`config.mk`:
```
export PLATFORM = sky130hd
export DESIGN_NAME = frt_head
export DESIGN_NICKNAME = d
export VERILOG_FILES = /design/src/hw/rtl/flash_record_table_with_tombstones_macros.svh /design/src/hw/rtl/frt_pkg.sv /design/src/hw/rtl/frt_head.sv
export SDC_FILE = /design/constraint.sdc
export NUM_CORES = 1
export LEC_CHECK = 0
export ABC_AREA = 1
export BUFFER_PORTS_ARGS = -buffer_cell sky130_fd_sc_hd__buf_2
export CAP_MARGIN = 40
export CORE_AREA = 3 3 322 324
export CTS_CLUSTER_SIZE = 8
export DETAILED_ROUTE_END_ITERATION = 6
export DIE_AREA = 0 0 325 327
export GPL_TIMING_DRIVEN = 0
export PLACE_DENSITY_LB_ADDON = 0.1
export SETUP_SLACK_MARGIN = 0.5
export SYNTH_ARGS = -nofsm -noshare
export SYNTH_HDL_FRONTEND = slang
export SYNTH_SLANG_ARGS = --single-unit
export TNS_END_PERCENT = 10
```
`constraint.sdc`:
```
create_clock -name i_clk -period 4.3 [get_ports i_clk]
set_input_delay 0.86 -clock i_clk [delete_from_list [all_inputs] [get_ports i_clk]]
set_output_delay 0.86 -clock i_clk [all_outputs]
set_load 0.01 [all_outputs]
```
`src/hw/rtl/flash_record_table_with_tombstones_macros.svh`:
```
// Assertion helpers for the RTL that checks itself.
`ifndef FLASH_RECORD_TABLE_WITH_TOMBSTONES_MACROS_SVH
`define FLASH_RECORD_TABLE_WITH_TOMBSTONES_MACROS_SVH

// Same-cycle implication, quiet during reset.
`define FRT_ASSERT_NOW(label, clk, rst_n, ante, cons, msg) \
    label: assert property (@(posedge clk) disable iff (!rst_n) (ante) |-> (cons)) \
        else $error(msg);

// Next-cycle implication, quiet during reset.
`define FRT_ASSERT_NEXT(label, clk, rst_n, ante, cons, msg) \
    label: assert property (@(posedge clk) disable iff (!rst_n) (ante) |=> (cons)) \
        else $error(msg);

`endif

```
`src/hw/rtl/frt_pkg.sv`:
```
package frt_pkg;

    // Identifier bytes kept per slot.
    localparam int UID_MAX_BYTES = 8;

    // Saturation limit of the 7-bit count and index fields.
    localparam logic [6:0] SAT_MAX = 7'd127;

    // Request codes.
    localparam logic [2:0] ACT_COUNT  = 3'd0;
    localparam logic [2:0] ACT_READ   = 3'd1;
    localparam logic [2:0] ACT_ADD    = 3'd2;
    localparam logic [2:0] ACT_DELETE = 3'd3;
    localparam logic [2:0] ACT_ERASE  = 3'd4;
    localparam logic [2:0] ACT_FIND   = 3'd5;

    typedef enum logic [1:0] {
        SLOT_EMPTY,
        SLOT_ACTIVE,
        SLOT_DELETED
    } t_status;

    typedef enum logic [1:0] {
        ST_IDLE,
        ST_SCAN,
        ST_DONE
    } t_state;

    typedef struct packed {
        logic [63:0] uid;
        logic [7:0]  uid_len;
        logic [63:0] pay_lo;
        logic [63:0] pay_hi;
    } t_body;

    typedef struct packed {
        t_status status;
        t_body   body;
    } t_slot;

    typedef struct packed {
        logic [2:0]  action;
        logic [5:0]  slot_index;
        logic [63:0] uid;
        logic [3:0]  uid_len;
        logic [63:0] pay_lo;
        logic [63:0] pay_hi;
    } t_req;

    typedef struct packed {
        logic        ok;
        logic [6:0]  active_count;
        logic [6:0]  found_index;
        t_body       rd;
    } t_rsp;

    // Contents of an erased slot.
    localparam t_body BODY_ERASED = '{uid: '1, uid_len: '1, pay_lo: '1, pay_hi: '1};

    // Mask covering the low nbytes bytes of a 64-bit word.
    function automatic logic [63:0] byte_mask(input logic [3:0] nbytes);
        logic [63:0] m;
        m = '0;
        for (int b = 0; b < 8; b++) begin
            if (4'(b) < nbytes) begin
                m[8*b +: 8] = 8'hFF;
            end
        end
        return m;
    endfunction

    localparam logic [63:0] UID_MASK = byte_mask(4'(UID_MAX_BYTES));

endpackage

```
`src/hw/rtl/frt_head.sv`:
```
// Update point of the ring: sees one slot per step, rewrites it and
// gathers the result of the request.
module frt_head #(
    parameter int SLOT_COUNT = 64
) (
    input  logic                              i_clk,
    input  logic                              i_start,
    input  logic                              i_advance,
    input  logic [(SLOT_COUNT > 1 ? $clog2(SLOT_COUNT) : 1)-1:0] i_step,
    input  frt_pkg::t_req                     i_req,
    input  frt_pkg::t_slot                    i_slot,
    output frt_pkg::t_slot                    o_slot,
    output frt_pkg::t_rsp                     o_rsp
);
    import frt_pkg::*;

    localparam int IDX_W = (SLOT_COUNT > 1) ? $clog2(SLOT_COUNT) : 1;
    localparam int CMP_W = (IDX_W > 6) ? IDX_W : 6;
    localparam int SAT_W = (IDX_W > 7) ? IDX_W : 7;
    localparam logic [6:0] FOUND_NONE = (SLOT_COUNT > 127) ? SAT_MAX : 7'(SLOT_COUNT);

    logic        r_hit;
    logic [6:0]  r_count;
    logic [6:0]  r_found;
    t_body       r_rd;

    logic        n_hit;
    logic [6:0]  n_count;
    logic [6:0]  n_found;
    t_body       n_rd;

    logic        at_index;
    logic        is_active;
    logic        is_empty;
    logic [3:0]  cmp_len;
    logic [63:0] find_mask;
    logic        uid_match;
    logic [SAT_W-1:0] step_wide;
    logic [6:0]  step_sat;

    always_comb begin
        at_index  = (CMP_W'(i_req.slot_index) == CMP_W'(i_step));
        is_active = (i_slot.status == SLOT_ACTIVE);
        is_empty  = (i_slot.status == SLOT_EMPTY);
        cmp_len   = (i_req.uid_len < 4'(UID_MAX_BYTES)) ? i_req.uid_len : 4'(UID_MAX_BYTES);
        find_mask = byte_mask(cmp_len);
        uid_match = (((i_slot.body.uid ^ i_req.uid) & find_mask) == 64'd0);
        step_wide = SAT_W'(i_step);
        step_sat  = (step_wide > SAT_W'(SAT_MAX)) ? SAT_MAX : step_wide[6:0];

        o_slot  = i_slot;
        n_hit   = r_hit;
        n_count = r_count;
        n_found = r_found;
        n_rd    = r_rd;

        case (i_req.action)
            ACT_COUNT: begin
                if (is_active && (r_count != SAT_MAX)) begin
                    n_count = r_count + 7'd1;
                end
            end
            ACT_READ: begin
                if (at_index) begin
                    n_hit = is_active;
                    n_rd  = is_empty ? BODY_ERASED : i_slot.body;
                end
            end
            ACT_ADD: begin
                // first empty slot only; tombstones stay
                if (is_empty && !r_hit) begin
                    o_slot.status      = SLOT_ACTIVE;
                    o_slot.body.uid    = i_req.uid & UID_MASK;
                    o_slot.body.uid_len = 8'(i_req.uid_len);
                    o_slot.body.pay_lo = i_req.pay_lo;
                    o_slot.body.pay_hi = i_req.pay_hi;
                    n_hit              = 1'b1;
                end
            end
            ACT_DELETE: begin
                if (at_index && is_active) begin
                    o_slot.status = SLOT_DELETED;
                    n_hit         = 1'b1;
                end
            end
            ACT_ERASE: begin
                o_slot.status = SLOT_EMPTY;
            end
            ACT_FIND: begin
                if (!r_hit && is_active && uid_match &&
                    (i_slot.body.uid_len == 8'(i_req.uid_len))) begin
                    n_hit   = 1'b1;
                    n_found = step_sat;
                end
            end
            default: begin
            end
        endcase
    end

    always_ff @(posedge i_clk) begin
        if (i_start) begin
            r_hit   <= 1'b0;
            r_count <= 7'd0;
            r_found <= FOUND_NONE;
            r_rd    <= '0;
        end else if (i_advance) begin
            r_hit   <= n_hit;
            r_count <= n_count;
            r_found <= n_found;
            r_rd    <= n_rd;
        end
    end

    always_comb begin
        o_rsp = '0;
        o_rsp.rd = r_rd;
        case (i_req.action)
            ACT_COUNT: begin
                o_rsp.ok           = 1'b1;
                o_rsp.active_count = r_count;
            end
            ACT_READ, ACT_ADD, ACT_DELETE: begin
                o_rsp.ok = r_hit;
            end
            ACT_ERASE: begin
                o_rsp.ok = 1'b1;
            end
            ACT_FIND: begin
                o_rsp.ok          = 1'b1;
                o_rsp.found_index = r_found;
            end
            default: begin
                o_rsp.ok = 1'b0;
            end
        endcase
    end

endmodule

```
# [Word level (Yosys, flattened, before mapping)]
# Index checks and enable logic that the tools add are counted.
[op_classes] n_reduce_logical=17 mux=22 bitwise=2 eq_ne=13 add_sub_neg=1 n_lt_le_gt_ge=9
[op_table] cell="$mux 200" count=2
[op_table] cell="$mux 202" count=1
[op_table] cell="$and 64x64->64" count=1
[op_table] cell="$logic_not 64->1" count=1
[op_table] cell="$mux 8" count=8
[op_table] cell="$xor 64x64->64" count=1
[op_table] cell="$lt 3x4->1 const A" count=4
[op_table] cell="$mux 7" count=2
[op_table] cell="$reduce_and 3->1" count=3
[op_table] cell="$eq 8x4->1" count=1
[op_table] cell="$lt 1x4->1 const A" count=2
[op_table] cell="$lt 2x4->1 const A" count=2
[op_table] cell="$ne 2x2->1 const B" count=4
[op_table] cell="$add 7x1->7 const B" count=1
[op_table] cell="$ne 7x7->1 const B" count=1
[op_table] cell="$eq 3x2->1 const B" count=2
[op_table] cell="$eq 3x3->1 const B" count=2
[op_table] cell="$eq 6x6->1" count=1
[op_table] cell="$logic_and 1x1->1" count=6
[op_table] cell="$pmux 2 s3" count=1
[op_table] cell="$reduce_and 6->1" count=1
[op_table] cell="$reduce_or 3->1" count=2
[op_table] cell="$lt 4x4->1 const B" count=1
[op_table] cell="$mux 1" count=4
[op_table] cell="other kinds (10)" count=10
[word_totals] wordCells=71 reg_bits=215 output_inout_bits=417

# [Depth between registers and ports, before layout]
# Gate-level depths: netlist of run 1.
[depth] ltp_word=10 ltp_mapped=14 depth_no_buf=13

# [Worst setup path before layout of run 1]
# No wires, ideal clock.
[synth_path] path_kind="input to output" start="input port i_slot[200] (netlist name)" end="output port o_slot[100] (netlist name)" path_buffers=2 path_slack_ns=1.373 path_stages=10 t_arrival_ns=2.067 path_cell_list="inv_1 nand2_1 nor2_1 inv_1 nor2_2 inv_2 clkbuf_1 clkbuf_1 nand2_1 nand2_1"
[synth_rtl] element="from (decl)" line_no="frt_head.sv:11" rtl="input frt_pkg::t_slot i_slot,"
[synth_rtl] element="to (decl)" line_no="frt_head.sv:12" rtl="output frt_pkg::t_slot o_slot,"

==> impl_metrics.toml, run 1 <==
[synthesis]
synth_top_family_by_area = "simple AND/OR/NAND/NOR gates"
synth_top_area_cell = "dfxtp_1"
synth-compound-area-share_pct = 20.6
synth_top_flop_cell = "dfxtp_1"
synth.most_common_cell = "nand2_1"
syn-cell-area_um2 = 11700
synth-simple-area-share_pct = 31.2
synth_cells = 1917
ys_types = 30
synth_adder_area_share_pct = 0.107
synthArstFlopShare_pct = 0
synth_seq_cells = 215
synthMuxAreaShare_pct = 0
synth_nets = 2334
synth_area_leaders = "dfxtp_1 37%, nand2_1 22%, o21ai_0 10%"
synth-edff-count = 0
synth-xor-area-share_pct = 2.48
synth_top_area_share_pct = 36.9
avgSynthCellArea_um2 = 6.09
yosysWarnings = 0
ys_seq_area_share_pct = 36.9
synth_commonest_cells = "697 x nand2_1, 244 x o21ai_0, 222 x nor2_1, 215 x dfxtp_1, 165 x a21oi_1"

[setup_path]
cp_slowest_cell = "clkbuf_16"
critical-path-max-stage-delay_ps = 200
crit_required_ps = 3440
cp-end-kind = "output pin"
path_cells = "buf_2, inv_1, nand2_1, nor2_1, inv_1, nor2_4, buf_12, inv_6, clkbuf_16, buf_16, clkbuf_1, buf_8, nand2_1, nand2_1, buf_2"
path_class = "in -> out"
crit_fanout = 10
cp-start-kind = "primary input"
worstPathArrival_ps = 2860
cp_num_buf_inv = 10
crit_family = "buffers and inverters"
cpMostUsedCell = "nand2_1"

[sta]
worst_hold_slack_ps = 448
rsz0062_at_grt = "true"
setup_tns_ps = 0
worst_pin_slew_ps = 805
fin_crit_sh_pct = 86.4
slew-limit-headroom_pct = 46.3
period_needed_ps = 3720
postLayoutSetupSlackWorst_ps = 585
clock_skew_ps = 2.02
slew_viol_final = 0
hold_violations = 0
fmax_mhz = 269
final-setup-viol-count = 0

[global_routing]
grt_first_pass_wirelength_um = 124000
grt_pass1_vias = 16342
grt_max_degree = 11
overflow = 0
antenna_found_initial = 29
grt.total_usage_pct = 16.2

[clocking]
clk_pin_slew_ps = 50
cts_buffers = 35
ctsHoldBuffers = 0
insertion_delay_ps = 540
cts_root_buffer = "clkbuf_16"
cts_tree = "yes"
cts.sinks = 215
htree_levels = 2
clockBufferDepth = 3

[power_and_ir_drop]
netSwitchingFraction_pct = 30.1
p_sw_mw = 1.70
p_leak_nw = 10.0
clockPowerShare_pct = 47.9
irDropWorstVdd_mv = 0.185
internal-power_mw = 3.95
combPwrFrac_pct = 16.7
power.density_nw_per_um2 = 301
seqPwrFrac_pct = 35.4

[placed_design]
dp_slack_ps = -208
place_area_um2 = 17700
portBuffers = 832
gp_congestion = 0.840
dp_hpwl_um = 74600
dp_cells = 4127

[layout]
syn2layout_area_growth_pct = 61.3
stdcell_count = 4191
seqCellArea_um2 = 4300
layout.nets = 3215
drive_gt1_share_pct = 34.4
fin_area_um2 = 18800
multi_input_area_um2 = 6350
fillerInstances = 11979

[worst_hold_path]
worstHoldPathType = "reg -> reg"

[job]
drv_cap = 0

[floorplanning]
rows = 117
core_um2 = 101000
start_util_pct = 11.5
die_height_um = 327
dieWidth_um = 325
ios = 833
die_area_um2 = 106000

[routing]
wl_per_cell_um = 21.4
vias = 15786
viasPerCell = 3.77
drt_iter0_markers = 728
route.detailed.drc = 0
wirelength_um = 89700
first_pass_iters = 5
postRouteAntennaNets = 0

[status]
status = "complete, no violations"
## sequential cells by signal, indices dropped and copies added (netlist names)
name     flops
o_rsp      200
r_count      7
r_hit        1
r_found      7
## metal layers
metal / GRT usage, % / vias to the layer above / routed length [µm]
li1: - / 7905 / -
met1: 18.2 / 7218 / 35500
met2: 29.4 / 533 / 45100
met3: 5.31 / 108 / 6680
met4: 4.01 / 22 / 2230
met5: 0 / - / 157
## cells by family (layout without fill, tap and decap cells)
kind of cell    Yosys count  count (layout)
compound gates          467             467
xor+xnor                 33              33
fa+ha+maj                 1               1
buf+inv                 250            1144
flops                   215             215
other cells               0              12
simple gates            951             951
## power groups by stage
stage	Combinational [mW]	Sequential, mW	Clock (mW)
final	0.946	2.00	2.71
after global routing	1.05	2.00	2.90
after CTS	0.976	2.00	2.85
after detailed placement	0.969	2.04	0
after global placement	0.967	2.04	0
after floorplan	0.377	2.04	0
## final timing paths
check,depth (start not counted),slack (ps),to,start
worst max register to register,11,2110,r_found[1],r_hit
worst min-delay path,2,450,r_found[6],r_found[6]
worst max-delay path,15,580,o_slot[126],i_slot[200]
worst min register to register,2,450,r_found[6],r_found[6]
## cell type report
| cell class | count | area share [%] |
|---|---|---|
| Antenna cell | 12 | 0.160 |
| Buffer | 132 | 3.27 |
| Clock buffer | 43 | 5.03 |
| Clock inverter | 7 | 0.379 |
| Inverter | 118 | 2.38 |
| Multi-Input combinational cell | 1452 | 33.7 |
| Sequential cell | 215 | 22.9 |
| Tap cell | 1368 | 9.09 |
| Timing Repair Buffer | 844 | 23.1 |
## through the flow
stage	utilization [%]	total power [mW]
3_5_place_dp	17.4	3.01
5_1_grt	18.5	5.96
6_report	18.6	5.66
4_1_cts	18.5	5.82
3_3_place_gp	17.3	3.01
2_1_floorplan	-	2.42
## cells in the final DEF, fill, tap and decap left out, types with 7 or more instances in the layout
cell / instances
nor2_1: 222
a31oi_1: 46
buf_8: 7
clkbuf_16: 36
nand2_1: 697
buf_2: 890
diode_2: 12
inv_1: 115
o21ai_0: 244
o21ai_1: 9
clkbuf_1: 69
dfxtp_1: 215
nand3_1: 15
xnor2_1: 25
a21oi_1: 165
xor2_1: 8
## worst min-delay path, delay by kind of cell (launching register included)
family / cells / cell delay [ps]
DFF: 1 / 320
and+or+nand+nor: 2 / 100
## timing repair
item,CTS,global route
pin swaps,1,0
gates resized for setup,15,2
setup buffers,2,0
endpoints found under the setup margin,167,39
No activity file was read; power rests on OpenSTA's default activity.
==> inputs of run 2 (changes only) <==
--- a/config.mk
+++ b/config.mk
@@ -8,10 +8,12 @@
 export ABC_AREA = 1
 export BUFFER_PORTS_ARGS = -buffer_cell sky130_fd_sc_hd__buf_2
 export CAP_MARGIN = 40
-export CORE_AREA = 3 3 322 324
+export CELL_PAD_IN_SITES_DETAIL_PLACEMENT = 1
+export CELL_PAD_IN_SITES_GLOBAL_PLACEMENT = 1
+export CORE_AREA = 3 3 323 325
 export CTS_CLUSTER_SIZE = 8
 export DETAILED_ROUTE_END_ITERATION = 6
-export DIE_AREA = 0 0 325 327
+export DIE_AREA = 0 0 326 328
 export GPL_TIMING_DRIVEN = 0
 export PLACE_DENSITY_LB_ADDON = 0.1
 export SETUP_SLACK_MARGIN = 0.5
==> impl_metrics.toml, run 2 (synthesized netlist as in run 1, its figures left out) <==
[placed_design]
dp_hpwl_um = 75300
portBuffers = 832
gp_congestion = 0.859
place_area_um2 = 17700

[floorplanning]
core_um2 = 102000
die_height_um = 328
dieWidth_um = 326
die_area_um2 = 107000
ios = 833
start_util_pct = 11.5
rows = 117

[clocking]
insertion_delay_ps = 530
cts.sinks = 215
cts_root_buffer = "clkbuf_16"
cts_tree = "yes"
cts_buffers = 34
htree_levels = 2
ctsHoldBuffers = 0
clk_pin_slew_ps = 50
clockBufferDepth = 3

[routing]
viasPerCell = 3.85
postRouteAntennaNets = 0
vias = 16107
wirelength_um = 88900
first_pass_iters = 7
drt_iter0_markers = 586
wl_per_cell_um = 21.2
route.detailed.drc = 0

[layout]
fin_area_um2 = 18700
layout.nets = 3211
layout_common_cells = "889 x buf_2, 697 x nand2_1, 244 x o21ai_0"
fin_util_pct = 18.4
syn2layout_area_growth_pct = 60.5
layout_commonest_cell = "buf_2"
largest_register_ffs = 200
drive_gt1_share_pct = 34.2

[sta]
final-setup-viol-count = 0
period_needed_ps = 3630
slew-limit-headroom_pct = 49.6
fin_crit_sh_pct = 84.4
setup_tns_ps = 0
hold_violations = 0
slew_viol_final = 0
clock_skew_ps = 6.08
worst_pin_slew_ps = 756
fmax_mhz = 276
worst_hold_slack_ps = 446
rsz0062_at_grt = "true"

[global_routing]
antenna_found_initial = 26
grt_first_pass_wirelength_um = 124000
grt.total_usage_pct = 15.8
grt_pass1_vias = 17458
overflow = 0
grt_max_degree = 11

[power_and_ir_drop]
fin_total_pwr_mw = 5.48
power.density_nw_per_um2 = 293
p_leak_nw = 9.97
irDropWorstVdd_mv = 0.248

[status]
status = "complete, no violations"

[setup_path]
cp-end-kind = "output pin"
cp-start-kind = "primary input"
path_class = "in -> out"
crit_required_ps = 3440
crit_fanout = 10
worstPathArrival_ps = 2770

[job]
drv_cap = 0

[worst_hold_path]
worstHoldPathType = "reg -> reg"
[run 2: what timing repair did]
| action | CTS | global route |
|---|---|---|
| gates resized for setup | 13 | 1 |
| pin swaps | 1 | 0 |
| buffers inserted | 1 | 0 |
| cloned | 0 | 0 |
| endpoints found under the setup margin | 167 | 14 |
[run 2: where the power goes]
group          total (mW)  switching [mW]  internal [mW]
Sequential           2.00         0.00258           2.00
Combinational       0.924           0.566          0.358
Clock                2.56            1.03           1.53
Total                5.48            1.60           3.88
[run 2: per-stage QoR]
step	setup WS (ps)	cells
after detailed placement	-332	4125
final	670	4187
after floorplan	1370	1917
after global placement	-1240	4117
after CTS	561	4173
after global routing	466	4178
[run 2: worst paths after layout]
path	depth (start not counted)	from	to	slack, ps
max	12	i_slot[200]	o_slot[33]	670
min	2	r_found[6]	r_found[6]	450
max reg2reg	12	r_hit	r_found[5]	2080
min reg2reg	2	r_found[6]	r_found[6]	450
[run 2: area by class of cell]
type / count / area (µm²)
Antenna cell: 14 / 35.0
Buffer: 132 / 609
Clock buffer: 45 / 953
Clock inverter: 2 / 13.8
Fill cell: 12816 / 83000
Inverter: 118 / 445
Multi-Input combinational cell: 1452 / 6350
Sequential cell: 215 / 4300
Tap cell: 1368 / 1710
Timing Repair Buffer: 841 / 4300
[run 2: layer usage]
layer | share of wire [%] | up-vias | wire length, µm | GRT usage (%)
li1 | - | 7878 | - | -
met1 | 37 | 7532 | 33100 | 16.7
met2 | 52 | 556 | 46100 | 29.7
met3 | 7.7 | 121 | 6820 | 5.01
met4 | 3.1 | 20 | 2790 | 5.07
met5 | 0.15 | - | 132 | 0
[run 2: critical path: stages]
cell and delay, ps:
buf_2 110, inv_1 70, nand2_1 100, nor2_1 160, inv_1 90, nor2_4 130, buf_12 130, clkbuf_8 260
buf_2 330, nand2_1 250, nand2_1 120, buf_2 130
==> inputs of run 3 (changes only) <==
--- a/config.mk
+++ b/config.mk
@@ -5,15 +5,15 @@
 export SDC_FILE = /design/constraint.sdc
 export NUM_CORES = 1
 export LEC_CHECK = 0
-export ABC_AREA = 1
+export ABC_AREA = 0
 export BUFFER_PORTS_ARGS = -buffer_cell sky130_fd_sc_hd__buf_2
 export CAP_MARGIN = 40
 export CELL_PAD_IN_SITES_DETAIL_PLACEMENT = 1
 export CELL_PAD_IN_SITES_GLOBAL_PLACEMENT = 1
-export CORE_AREA = 3 3 323 325
+export CORE_AREA = 3 3 321 323
 export CTS_CLUSTER_SIZE = 8
 export DETAILED_ROUTE_END_ITERATION = 6
-export DIE_AREA = 0 0 326 328
+export DIE_AREA = 0 0 324 326
 export GPL_TIMING_DRIVEN = 0
 export PLACE_DENSITY_LB_ADDON = 0.1
 export SETUP_SLACK_MARGIN = 0.5
==> constraint.sdc (replaced) <==
create_clock -name i_clk -period 3.1 [get_ports i_clk]
set_input_delay 0.62 -clock i_clk [delete_from_list [all_inputs] [get_ports i_clk]]
set_output_delay 0.62 -clock i_clk [all_outputs]
set_load 0.01 [all_outputs]
==> impl_metrics.toml, run 3 <==
[status]
status = "complete, no violations"

[job]
drv_cap = 0

[worst_hold_path]
min_from = "i_step[3]"
whs_path_depth = 3
worstHoldPathType = "in -> reg"
min_to = "r_found[3]"

[sta]
clock_skew_ps = 7.68
hold_violations = 0
setup_tns_ps = 0
slew-limit-headroom_pct = 50.3
worst_pin_slew_ps = 745
final-setup-viol-count = 0
fmax_mhz = 360
period_needed_ps = 2770
fin_crit_sh_pct = 89.5
slew_viol_final = 0
rsz0062_at_grt = "true"
postLayoutSetupSlackWorst_ps = 325

[synthesis]
synth_area_leaders = "dfxtp_1 39%, mux2_1 17%, nor2_1 14%"
synth_nets = 1730
synth_top_area_cell = "dfxtp_1"
synthArstFlopShare_pct = 0
synth_commonest_cells = "413 x nor2_1, 215 x dfxtp_1, 206 x nor3_1, 169 x mux2_1, 67 x xnor2_1"
synth_seq_cells = 215
synth.most_common_cell = "nor2_1"
ys_seq_area_share_pct = 39.3
ys_types = 48
syn-cell-area_um2 = 10900
synth_top_flop_cell = "dfxtp_1"
avgSynthCellArea_um2 = 8.34
synth-edff-count = 0
synth_top_area_share_pct = 39.3
yosysWarnings = 0
synth_cells = 1313

[routing]
wirelength_um = 75900
postRouteAntennaNets = 0
route.detailed.drc = 0
wl_per_cell_um = 21.5
viasPerCell = 3.67
first_pass_iters = 4
vias = 12934
drt_iter0_markers = 345

[setup_path]
r2r_start = "r_hit"
cp-end-kind = "output pin"
path_class = "in -> out"
crit_fanout = 10
cp-start-kind = "primary input"
worstPathArrival_ps = 2150
r2r_cells = 6
r2r_end = "r_hit"
crit_required_ps = 2480
ff2ff_setup_slack_ps = 1070

[layout]
drive_gt1_share_pct = 44.7
layout_common_cells = "822 x buf_2, 411 x nor2_1, 214 x dfxtp_1"
largest_register_ffs = 200
syn2layout_area_growth_pct = 67.3
layout.nets = 2616
fillerInstances = 12088
seqCellArea_um2 = 4310
layout_commonest_cell = "buf_2"
multi_input_area_um2 = 6350

[clocking]
insertion_delay_ps = 540
cts.sinks = 215
clk_pin_slew_ps = 50
cts_root_buffer = "clkbuf_16"
htree_levels = 2
ctsHoldBuffers = 0
cts_tree = "yes"
clockBufferDepth = 3
cts_buffers = 35

[power_and_ir_drop]
p_leak_nw = 8.45
internal-power_mw = 5.44
irDropWorstVdd_mv = 0.273
combPwrFrac_pct = 15.1
clockPowerShare_pct = 48.0
seqPwrFrac_pct = 37.0
p_sw_mw = 2.08
netSwitchingFraction_pct = 27.6
power.density_nw_per_um2 = 410

[global_routing]
grt_max_degree = 11
overflow = 0
grt_pass1_vias = 14355
grt_first_pass_wirelength_um = 104000
antenna_found_initial = 20
grt.total_usage_pct = 13.7

[placed_design]
portBuffers = 829
gp_congestion = 0.754
dp_slack_ps = -985
dp_hpwl_um = 64400

[floorplanning]
die_height_um = 326
die_area_um2 = 106000
core_um2 = 100000
ios = 833
dieWidth_um = 324
rows = 116
start_util_pct = 10.9
## run 3: cell count changes after synthesis, moves of 21 or more
| cell | delta |
|---|---|
| a21oi_1 | -164 |
| a31oi_1 | -43 |
| and2_1 | +21 |
| buf_2 | -46 |
| inv_1 | -111 |
| mux2_1 | +169 |
| mux2_2 | +28 |
| nand2_1 | -693 |
| nor2_1 | +191 |
| nor3_1 | +202 |
| o21ai_0 | -240 |
| xnor2_1 | +42 |
## run 3: layer usage
metal,vias up,share of wire [%],track usage [%]
met5,-,0.063,0
met4,8,2.5,4.01
met3,88,7.6,3.93
met2,468,53,26.0
met1,6147,37,14.4
li1,6223,-,-
## run 3: worst max-delay path: stages
cell and delay [ps]:
buf_4 120, buf_8 120, nor2b_4 130, nand3_4 130, clkbuf_16 220, buf_4 210, mux2_1 400, buf_2 170
## run 3: power groups by stage
stage | Sequential [mW] | Combinational [mW] | Clock [mW]
6_report | 2.78 | 1.13 | 3.60
3_3_place_gp | 2.83 | 1.11 | 0
4_1_cts | 2.77 | 1.15 | 3.82
2_1_floorplan | 2.83 | 0.412 | 0
3_5_place_dp | 2.83 | 1.12 | 0
5_1_grt | 2.77 | 1.24 | 3.92
## run 3: cells by family (layout without fill, tap and decap cells)
kind of cell / count (synthesis) / in the layout / synth area share [%]
AO/OA/AOI/OAI: 22 / 22 / 1.53
XOR/XNOR: 78 / 78 / 6.24
adder cells (fa/ha/maj): 1 / 1 / 0.114
buffers and inverters: 98 / 1000 / 3.62
flip-flops: 215 / 215 / 39.3
multiplexers: 204 / 204 / 20.9
other: 0 / 12 / 0
AND/OR/NAND/NOR: 695 / 695 / 28.3
## run 3: cell type report
cell class | count | share of cell area (%)
multi-input cells | 1000 | 34.7
repair buffers | 849 | 24.1
flip-flops and latches | 215 | 23.5
well taps | 1298 | 8.87
clock buffers | 47 | 5.25
plain buffers | 94 | 3.18
clock inverters | 6 | 0.225
diodes | 12 | 0.164
inverters | 4 | 0.0820
## run 3: worst max-delay path by stage
stage / start / to / slack (ps)
final: i_req[203] / o_slot[17] / 330
after global routing: i_req[203] / o_slot[17] / 260
after CTS: r_hit / o_slot[200] / 260
after detailed placement: i_req[203] / o_slot[65] / -990
after global placement: i_step[5] / o_rsp[3] / -1860
after floorplan: i_req[203] / o_slot[20] / 400
## run 3: stage by stage
stage | power (mW) | hold WS, ps | instances | util (%) | instance area [µm²]
after floorplan | 3.25 | 435 | 1313 | - | 11000
after global placement | 3.95 | 443 | 3440 | 16.7 | 16700
after detailed placement | 3.96 | 450 | 3451 | 16.8 | 16900
after CTS | 7.74 | 317 | 3507 | 18.1 | 18100
after global routing | 7.93 | 357 | 3518 | 18.3 | 18300
final | 7.51 | 368 | 3525 | 18.3 | 18300
## run 3: timing repair
item,4_1_cts,5_1_grt
pin swaps,2,8
setup buffers,3,5
gates resized for setup,55,73
endpoints found under the setup margin,411,385
gates cloned,0,1
